## config.mk

```make
export PLATFORM = sky130hd
export DESIGN_NAME = integer_field_formatter
export DESIGN_NICKNAME = d
export VERILOG_FILES = /design/src/hdl/iff_pkg.sv /design/src/hdl/iff_conv.sv /design/src/hdl/iff_emit.sv /design/src/hdl/integer_field_formatter.sv
export SDC_FILE = /design/constraint.sdc
export NUM_CORES = 1
export LEC_CHECK = 0
export BUFFER_PORTS_ARGS = -buffer_cell sky130_fd_sc_hd__buf_2
export CORE_MARGIN = 2
export CORE_UTILIZATION = 55
export CTS_BUF_LIST = sky130_fd_sc_hd__clkbuf_4 sky130_fd_sc_hd__clkbuf_8
export DETAILED_ROUTE_END_ITERATION = 7
export PLACE_DENSITY = 0.71
export SYNTH_ARGS = -nofsm -noshare
export SYNTH_HDL_FRONTEND = slang
export SYNTH_SLANG_ARGS = --single-unit
```

## constraint.sdc

```tcl
create_clock -name clk -period 25.9 [get_ports clk]
set_input_delay 1.295 -clock clk [delete_from_list [all_inputs] [get_ports clk]]
set_output_delay 1.295 -clock clk [all_outputs]
set_load 0.01 [all_outputs]
```

## src/hdl/iff_pkg.sv

```systemverilog
// Package for the integer field formatter: payload structs, internal stage
// types, character and conversion codes. No dependencies.
`default_nettype none
package iff_pkg;

  localparam int DIGIT_BUFFER_LEN = 12;
  localparam int VALUE_W          = 32;
  localparam int BCD_W            = 40;
  localparam int DABBLE_STAGES    = 8;
  localparam int DABBLE_STEPS     = VALUE_W / DABBLE_STAGES;
  localparam int NIB_W            = 4 * DIGIT_BUFFER_LEN;
  localparam int LEN_W            = $clog2(DIGIT_BUFFER_LEN + 1);
  localparam int IDX_W            = $clog2(DIGIT_BUFFER_LEN);
  localparam int FW_W             = 6;

  localparam logic [1:0] CONV_SDEC = 2'd0;
  localparam logic [1:0] CONV_UDEC = 2'd1;
  localparam logic [1:0] CONV_LHEX = 2'd2;
  localparam logic [1:0] CONV_UHEX = 2'd3;

  localparam int PAD_RIGHT_BIT = 0;
  localparam int PAD_ZERO_BIT  = 1;

  localparam logic [7:0] CH_ZERO  = 8'h30;
  localparam logic [7:0] CH_SPACE = 8'h20;
  localparam logic [7:0] CH_MINUS = 8'h2D;
  localparam logic [7:0] CH_LOW_A = 8'h61;
  localparam logic [7:0] CH_UP_A  = 8'h41;

  typedef struct packed {
    logic [VALUE_W-1:0] value;
    logic [1:0]         conversion;
    logic [FW_W-1:0]    field_width;
    logic [1:0]         pad_mode;
  } in_t;

  typedef struct packed {
    logic [7:0] char_out;
    logic       last_char;
  } out_t;

  typedef struct packed {
    logic [VALUE_W-1:0] mag;
    logic [BCD_W-1:0]   bcd;
    logic               neg;
    logic [1:0]         conversion;
    logic [FW_W-1:0]    field_width;
    logic [1:0]         pad_mode;
  } work_t;

  typedef struct packed {
    logic [DIGIT_BUFFER_LEN-1:0][7:0] chars;
    logic [IDX_W-1:0]                 top_idx;
    logic                             lead_minus;
    logic [FW_W-1:0]                  pad_cnt;
    logic                             trail_pad;
    logic [7:0]                       pad_char;
  } fmt_t;

  typedef enum logic [2:0] {
    EM_IDLE,
    EM_SIGN,
    EM_PADL,
    EM_DIGS,
    EM_PADR
  } emit_state_t;

endpackage
`default_nettype wire

```

## src/hdl/iff_conv.sv

```systemverilog
// Conversion pipeline: magnitude, double-dabble stages and the digit string
// format stage. Depends on iff_pkg.
`default_nettype none
module iff_conv (
  input  wire logic          clk,
  input  wire logic          rst_n,
  input  wire logic          in_valid,
  output logic               in_ready,
  input  wire iff_pkg::in_t  in_data,
  output logic               fmt_valid,
  input  wire logic          fmt_ready,
  output iff_pkg::fmt_t      fmt_data
);

  localparam int NST = iff_pkg::DABBLE_STAGES + 1;

  logic [NST-1:0]       valid_r;
  logic [NST-1:0]       stg_rdy;
  iff_pkg::work_t       work_r   [NST];
  iff_pkg::work_t       work_nxt [NST];
  logic                 fv_r;
  logic                 fmt_rdy;
  iff_pkg::fmt_t        fmt_r;
  iff_pkg::fmt_t        fmt_nxt;

  assign fmt_rdy  = !fv_r || fmt_ready;
  assign in_ready = stg_rdy[0];

  always_comb begin
    stg_rdy[NST-1] = !valid_r[NST-1] || fmt_rdy;
    for (int s = NST - 2; s >= 0; s--) begin
      stg_rdy[s] = !valid_r[s] || stg_rdy[s+1];
    end
  end

  always_comb begin
    logic                      neg;
    logic [iff_pkg::BCD_W-1:0] b;
    neg = (in_data.conversion == iff_pkg::CONV_SDEC) && in_data.value[iff_pkg::VALUE_W-1];
    work_nxt[0].neg         = neg;
    work_nxt[0].mag         = neg ? (~in_data.value + 1'b1) : in_data.value;
    work_nxt[0].bcd         = '0;
    work_nxt[0].conversion  = in_data.conversion;
    work_nxt[0].field_width = in_data.field_width;
    work_nxt[0].pad_mode    = in_data.pad_mode;
    for (int s = 1; s < NST; s++) begin
      b = work_r[s-1].bcd;
      for (int j = 0; j < iff_pkg::DABBLE_STEPS; j++) begin
        for (int k = 0; k < iff_pkg::BCD_W / 4; k++) begin
          if (b[4*k +: 4] >= 4'd5) begin
            b[4*k +: 4] = b[4*k +: 4] + 4'd3;
          end
        end
        b = {b[iff_pkg::BCD_W-2:0],
             work_r[s-1].mag[iff_pkg::VALUE_W-1-((s-1)*iff_pkg::DABBLE_STEPS+j)]};
      end
      work_nxt[s]     = work_r[s-1];
      work_nxt[s].bcd = b;
    end
  end

  always_ff @(posedge clk) begin
    if (!rst_n) begin
      valid_r <= '0;
    end else begin
      if (stg_rdy[0]) begin
        valid_r[0] <= in_valid;
      end
      for (int s = 1; s < NST; s++) begin
        if (stg_rdy[s]) begin
          valid_r[s] <= valid_r[s-1];
        end
      end
    end
    if (stg_rdy[0] && in_valid) begin
      work_r[0] <= work_nxt[0];
    end
    for (int s = 1; s < NST; s++) begin
      if (stg_rdy[s] && valid_r[s-1]) begin
        work_r[s] <= work_nxt[s];
      end
    end
  end

  always_comb begin
    iff_pkg::work_t           w;
    logic [iff_pkg::NIB_W-1:0] nib;
    logic                     hex;
    logic [7:0]               letter;
    logic [3:0]               d;
    logic [iff_pkg::LEN_W-1:0] ndig;
    logic [iff_pkg::LEN_W-1:0] len;
    logic                     lead;
    logic                     inline_minus;
    logic [iff_pkg::FW_W-1:0] w2;
    w      = work_r[NST-1];
    hex    = w.conversion[1];
    letter = (w.conversion == iff_pkg::CONV_UHEX) ? iff_pkg::CH_UP_A : iff_pkg::CH_LOW_A;
    nib    = hex ? iff_pkg::NIB_W'(w.mag) : iff_pkg::NIB_W'(w.bcd);
    ndig   = iff_pkg::LEN_W'(1);
    for (int k = 0; k < iff_pkg::DIGIT_BUFFER_LEN; k++) begin
      if (nib[4*k +: 4] != 4'd0) begin
        ndig = iff_pkg::LEN_W'(k + 1);
      end
    end
    lead         = w.neg && (w.field_width != '0) && w.pad_mode[iff_pkg::PAD_ZERO_BIT];
    inline_minus = w.neg && !lead;
    len          = ndig + iff_pkg::LEN_W'(inline_minus);
    for (int k = 0; k < iff_pkg::DIGIT_BUFFER_LEN; k++) begin
      d = nib[4*k +: 4];
      if (iff_pkg::LEN_W'(k) < ndig) begin
        fmt_nxt.chars[k] = (d < 4'd10) ? (iff_pkg::CH_ZERO + {4'b0, d})
                                       : (letter + {4'b0, d} - 8'd10);
      end else if (iff_pkg::LEN_W'(k) == ndig && inline_minus) begin
        fmt_nxt.chars[k] = iff_pkg::CH_MINUS;
      end else begin
        fmt_nxt.chars[k] = iff_pkg::CH_SPACE;
      end
    end
    w2 = w.field_width - iff_pkg::FW_W'(lead);
    fmt_nxt.top_idx    = iff_pkg::IDX_W'(len - 1'b1);
    fmt_nxt.lead_minus = lead;
    fmt_nxt.pad_cnt    = (w2 > iff_pkg::FW_W'(len)) ? (w2 - iff_pkg::FW_W'(len)) : '0;
    fmt_nxt.trail_pad  = w.pad_mode[iff_pkg::PAD_RIGHT_BIT];
    fmt_nxt.pad_char   = w.pad_mode[iff_pkg::PAD_ZERO_BIT] ? iff_pkg::CH_ZERO
                                                           : iff_pkg::CH_SPACE;
  end

  always_ff @(posedge clk) begin
    if (!rst_n) begin
      fv_r <= 1'b0;
    end else if (fmt_rdy) begin
      fv_r <= valid_r[NST-1];
    end
    if (fmt_rdy && valid_r[NST-1]) begin
      fmt_r <= fmt_nxt;
    end
  end

  assign fmt_valid = fv_r;
  assign fmt_data  = fmt_r;

endmodule
`default_nettype wire

```

## src/hdl/iff_emit.sv

```systemverilog
// Character sequencer: walks sign, pad and digit string of one field into
// the output register. Depends on iff_pkg.
`default_nettype none
module iff_emit (
  input  wire logic           clk,
  input  wire logic           rst_n,
  input  wire logic           fmt_valid,
  output logic                fmt_ready,
  input  wire iff_pkg::fmt_t  fmt_data,
  output logic                out_valid,
  input  wire logic           out_ready,
  output iff_pkg::out_t       out_data
);

  iff_pkg::emit_state_t             state_r;
  iff_pkg::emit_state_t             state_nxt;
  iff_pkg::emit_state_t             first_state;
  logic [iff_pkg::DIGIT_BUFFER_LEN-1:0][7:0] chars_r;
  logic [iff_pkg::IDX_W-1:0]        idx_r;
  logic [iff_pkg::FW_W-1:0]         cnt_r;
  logic                             trail_pad_r;
  logic [7:0]                       pad_char_r;
  logic                             out_valid_r;
  iff_pkg::out_t                    out_r;
  logic                             adv;
  logic                             load;
  logic [7:0]                       cur_char;
  logic                             cur_last;

  assign adv       = (state_r != iff_pkg::EM_IDLE) && (!out_valid_r || out_ready);
  assign fmt_ready = (state_r == iff_pkg::EM_IDLE) || (adv && cur_last);
  assign load      = fmt_valid && fmt_ready;

  always_comb begin
    case (state_r)
      iff_pkg::EM_SIGN: begin
        cur_char = iff_pkg::CH_MINUS;
        cur_last = 1'b0;
      end
      iff_pkg::EM_PADL: begin
        cur_char = pad_char_r;
        cur_last = 1'b0;
      end
      iff_pkg::EM_DIGS: begin
        cur_char = chars_r[idx_r];
        cur_last = (idx_r == '0) && !(trail_pad_r && cnt_r != '0);
      end
      iff_pkg::EM_PADR: begin
        cur_char = pad_char_r;
        cur_last = (cnt_r == iff_pkg::FW_W'(1));
      end
      default: begin
        cur_char = iff_pkg::CH_SPACE;
        cur_last = 1'b0;
      end
    endcase
  end

  always_comb begin
    if (fmt_data.lead_minus) begin
      first_state = iff_pkg::EM_SIGN;
    end else if (!fmt_data.trail_pad && fmt_data.pad_cnt != '0) begin
      first_state = iff_pkg::EM_PADL;
    end else begin
      first_state = iff_pkg::EM_DIGS;
    end
  end

  always_comb begin
    state_nxt = state_r;
    if (load) begin
      state_nxt = first_state;
    end else if (adv) begin
      case (state_r)
        iff_pkg::EM_SIGN: begin
          state_nxt = (!trail_pad_r && cnt_r != '0) ? iff_pkg::EM_PADL : iff_pkg::EM_DIGS;
        end
        iff_pkg::EM_PADL: begin
          state_nxt = (cnt_r == iff_pkg::FW_W'(1)) ? iff_pkg::EM_DIGS : iff_pkg::EM_PADL;
        end
        iff_pkg::EM_DIGS: begin
          if (idx_r == '0) begin
            state_nxt = (trail_pad_r && cnt_r != '0) ? iff_pkg::EM_PADR : iff_pkg::EM_IDLE;
          end
        end
        iff_pkg::EM_PADR: begin
          state_nxt = (cnt_r == iff_pkg::FW_W'(1)) ? iff_pkg::EM_IDLE : iff_pkg::EM_PADR;
        end
        default: begin
          state_nxt = iff_pkg::EM_IDLE;
        end
      endcase
    end
  end

  always_ff @(posedge clk) begin
    if (!rst_n) begin
      state_r <= iff_pkg::EM_IDLE;
    end else begin
      state_r <= state_nxt;
    end
  end

  always_ff @(posedge clk) begin
    if (load) begin
      chars_r     <= fmt_data.chars;
      idx_r       <= fmt_data.top_idx;
      cnt_r       <= fmt_data.pad_cnt;
      trail_pad_r <= fmt_data.trail_pad;
      pad_char_r  <= fmt_data.pad_char;
    end else if (adv) begin
      if (state_r == iff_pkg::EM_PADL || state_r == iff_pkg::EM_PADR) begin
        cnt_r <= cnt_r - 1'b1;
      end
      if (state_r == iff_pkg::EM_DIGS && idx_r != '0) begin
        idx_r <= idx_r - 1'b1;
      end
    end
  end

  always_ff @(posedge clk) begin
    if (!rst_n) begin
      out_valid_r <= 1'b0;
    end else if (adv) begin
      out_valid_r <= 1'b1;
    end else if (out_ready) begin
      out_valid_r <= 1'b0;
    end
    if (adv) begin
      out_r.char_out  <= cur_char;
      out_r.last_char <= cur_last;
    end
  end

  assign out_valid = out_valid_r;
  assign out_data  = out_r;

endmodule
`default_nettype wire

```

## src/hdl/integer_field_formatter.sv

```systemverilog
// Top level of the integer field formatter: conversion pipeline followed by
// the character sequencer. Depends on iff_pkg, iff_conv and iff_emit.
//
//   channel  | direction | handshake            | payload
//   ---------+-----------+----------------------+---------------------------
//   in_      | input     | in_valid / in_ready  | iff_pkg::in_t  (one field)
//   out_     | output    | out_valid / out_ready| iff_pkg::out_t (one char)
//
// A field leaves as max(field_width, digits plus sign) characters, one per
// cycle while out_ready is high, so one transaction spans 1 to 63 characters,
// all emitted by the character sequencer. A field passes the input register,
// the dabble stages, the format stage and the output register in that order.
// Reset is synchronous and clears all valid bits and the sequencer state.
// A low out_ready holds the output register and back-pressures every stage.
`default_nettype none
module integer_field_formatter (
  input  wire logic          clk,
  input  wire logic          rst_n,
  input  wire logic          in_valid,
  output logic               in_ready,
  input  wire iff_pkg::in_t  in_data,
  output logic               out_valid,
  input  wire logic          out_ready,
  output iff_pkg::out_t      out_data
);

  logic          fmt_valid;
  logic          fmt_ready;
  iff_pkg::fmt_t fmt_data;

  iff_conv u_conv (
    .clk       (clk),
    .rst_n     (rst_n),
    .in_valid  (in_valid),
    .in_ready  (in_ready),
    .in_data   (in_data),
    .fmt_valid (fmt_valid),
    .fmt_ready (fmt_ready),
    .fmt_data  (fmt_data)
  );

  iff_emit u_emit (
    .clk       (clk),
    .rst_n     (rst_n),
    .fmt_valid (fmt_valid),
    .fmt_ready (fmt_ready),
    .fmt_data  (fmt_data),
    .out_valid (out_valid),
    .out_ready (out_ready),
    .out_data  (out_data)
  );

endmodule
`default_nettype wire

```

==> results.tsv <==
stage	metric	value	unit
placed_design	DP Wirelength	57400	um
die	Die Ht	285	um
timing	Fin. Hold Viols	0	
placed_design	GPL Wtd Cong	0.831	
die	Core Box Area	78700	um2
detailed_routing	drt total wl	80000	um
setup_path	Worst Reg-to-Reg Cells	16	
clocking	CTS tree	yes	
yosys	Yosys warnings	0	
detailed_routing	detailed-route via count	28500	
yosys	number of flops mapped to enable cells by yosys	745	
layout	nets@finish	4275	
clocking	# clock sinks	759	
setup_path	Worst path top cell family by delay	simple AND/OR/NAND/NOR gates	
power_and_ir_drop	power per cell area	57.4	nW/um2
clocking	clk slew on worst S/H paths	0.06	ns
die	Die X	285	um
yosys	Synth Instances	3793	
setup_path	Worst Path Arrival	4.37	ns
placed_design	Placed Area	45200	um2
min_path	min-delay worst type	reg2reg	
clocking	Post-CTS Hold Fix Bufs	0	
global_routing	gr usage total	19.5	%
timing	Setup TNS	0	ns
detailed_routing	DR iter-0 viols	1651	
clocking	worst skew pair latency	0.76	ns
clocking	CTS Buffer Depth	3	
setup_path	buffers plus inverters on the worst setup path	3	
min_path	Hold Crit Endpoint	u_emit.chars_r[58]$_DFFE_PP_	
layout	Layout area overhead	9.60	%
yosys	Yosys reg bits	759	
yosys	Synth Flop Type	edfxtp_1	
global_routing	antenna violations before repair	4	
run_status	status	completed	
yosys	Post-synth ARST share	0	%
detailed_routing	drt via density	5.59	
timing	final worst path period share	21.9	%
timing	Worst Slack Setup Final	20.23	ns
die	Starting Density	55.3	%
setup_path	crit path max fanout	18	
yosys	count of cell types in the netlist	104	
yosys	Mapped Area	43500	um2
layout	share of cells above drive strength 1	11.5	%
clocking	post-CTS setup buffer count	0	
layout	final core utilization	60.6	%
setup_path	RR Startpoint	u_conv.work_r[0][673]$_DFFE_PP_	
timing	WHS	0.397	ns
timing	# setup viols final	0	
power_and_ir_drop	LEAKAGE	18.4	nW
layout	cell area after layout	47700	um2
yosys	syn_area_per_cell	11.5	um2
clocking	CTS H-tree lvls	3	
placed_design	Port-buffer cells	55	
layout	Non-Filler Instances	5103	
layout	Fillers	6226	
timing	Tmin final	5.67	ns
detailed_routing	First-pass DRT Iterations	5	
setup_path	FF-to-FF End	u_conv.fmt_data[12]$_SDFFCE_PP0P_	
setup_path	Levels on crit path	11	
die	FP Rows	103	
min_path	HP Start	u_conv.fmt_data[78]$_DFFE_PP_	
die	num ports	57	
min_path	Hold Path Stages	0	
setup_path	worst path cell trace	inv_1 -> ha_1 -> nand2_1 -> o31ai_1 -> a2111oi_2 -> buf_4 -> and4_1 -> and3_1 -> and2_1 -> nand3_1 -> buf_2	
timing	Worst Clk Skew	0.0608	ns
clocking	cts bufs inserted	118	
timing	fmax	176	MHz
timing	Slew Viols, Final	0	
timing	RSZ-0062 raised after global routing	no	
job	number of max-cap violations	0	
layout	commonest non-fill, non-tap cell in the layout	edfxtp_1	
detailed_routing	Post-DRT Antenna Nets	0	
setup_path	Slowest-stage cell, CP	edfxtp_1	
global_routing	first-pass GRT wire length	131000	um
layout	commonest cells after routing, fill and taps aside	745 x edfxtp_1, 302 x inv_1, 280 x ha_1, 243 x a21oi_1, 239 x nand2_1	
setup_path	Req. time, crit path	24.60	ns
global_routing	pin count of the biggest net entering global routing	88	
setup_path	Worst Setup End Kind	primary output	
setup_path	reg-to-reg slack, setup	20.92	ns
detailed_routing	# DRC	0	
yosys	post-synthesis sequential area ratio	52.0	%
timing	Least-Margin Pin Slew	1.14	ns
setup_path	type of origin of the critical path	flop	
global_routing	vias in the first global route	27000	
placed_design	Placed Cells	4878	
timing	Slew headroom	23.9	%
global_routing	grt total ovfl	0	
setup_path	max incr delay on CP	0.87	ns
power_and_ir_drop	worst vdd ir	0.0456	mV
power_and_ir_drop	overall power	2.74	mW
die	DIE AREA	81400	um2
placed_design	post-place setup slack	20.94	ns
clocking	Resized Gates After CTS	0	
setup_path	Crit Path Class	reg2out	
clocking	Root Driver	clkbuf_8	
detailed_routing	WL/cell	15.7	um
cell families (layout without fill, tap and decap cells):
| family | Yosys count | in the layout | share of synthesized area [%] |
|---|---|---|---|
| AOI/OAI and AO/OA | 1001 | 1001 | 15.3 |
| and+or+nand+nor | 979 | 979 | 11.5 |
| DFF | 759 | 759 | 52.0 |
| buffers and inverters | 346 | 600 | 3.04 |
| adders and majority gates | 281 | 281 | 8.09 |
| muxes | 259 | 259 | 6.61 |
| xor gates and xnor gates | 166 | 166 | 3.41 |
| other | 2 | 8 | 0.0172 |
sequential cells by signal (all words and copies together) (netlist names):
register,flops
u_emit.chars_r,74
u_conv.valid_r,9
u_conv.fmt_data,87
u_emit.out_valid,1
u_emit.trail_pad_r,1
u_conv.work_r,564
u_emit.pad_char_r,1
u_emit.idx_r,4
u_emit.cnt_r,6
u_emit.out_data,8
u_conv.fmt_valid,1
u_emit.state_r,3
final cells by class:
class / instances / area (um2) / share of cell area [%]
clock buffer: 152 / 1920 / 4.02
sequential: 759 / 22700 / 47.5
multi-input combinational: 2692 / 19700 / 41.2
tap: 1050 / 1310 / 2.75
clock inverter: 71 / 622 / 1.30
antenna: 2 / 5.00 / 0.0105
inverter: 308 / 1160 / 2.42
timing repair buffer: 69 / 380 / 0.797
report_power, final:
group	total, mW	leakage [nW]	switching [mW]	internal [mW]
sequential	1.38	6.87	0.00890	1.37
combinational	0.309	10.2	0.178	0.131
clock	1.05	1.32	0.483	0.567
synth_stat cells, types with 39 or more instances:
cell type / number / area share, %
ha_1: 280 / 8.0
a31oi_1: 51 / 0.73
nand3_1: 51 / 0.59
o211ai_1: 41 / 0.71
nor3_1: 73 / 0.84
a21boi_0: 39 / 0.67
nor2_1: 216 / 1.9
o21ai_0: 181 / 2.1
nor3b_1: 56 / 0.97
nand2_1: 239 / 2.1
xor2_1: 53 / 1.1
a21o_1: 59 / 1.0
mux2i_1: 167 / 3.8
inv_1: 303 / 2.6
o21a_1: 47 / 0.81
a211oi_1: 46 / 0.79
xnor2_1: 109 / 2.2
mux2_2: 73 / 1.9
nand2b_1: 110 / 1.6
nor2b_1: 70 / 1.0
a21oi_1: 243 / 2.8
edfxtp_1: 745 / 51
metal layers:
metal	share of wire [%]	GRT usage [%]	wire length (um)	vias to the layer above
li1	-	-	-	14500
met1	46	25.8	36600	13400
met2	48	33.1	38400	476
met3	4.2	3.30	3350	115
met4	2.0	5.37	1610	0
met5	0	0	0	-
worst max-delay path by stage:
stage                                          startpoint                                 to  slack, ns
after floorplan                 u_emit.idx_r[0]$_DFFE_PP_    u_conv.work_r[0][581]$_DFFE_PP_      17.54
after global placement    u_conv.work_r[0][673]$_DFFE_PP_  u_conv.fmt_data[12]$_SDFFCE_PP0P_      21.10
after detailed placement  u_conv.work_r[0][673]$_DFFE_PP_  u_conv.fmt_data[12]$_SDFFCE_PP0P_      20.94
after CTS                       u_emit.idx_r[1]$_DFFE_PP_                           in_ready      20.16
after global routing            u_emit.idx_r[1]$_DFFE_PP_                           in_ready      19.94
final                           u_emit.idx_r[1]$_DFFE_PP_                           in_ready      20.23
Note: power is estimated with default switching activity, not from simulation.
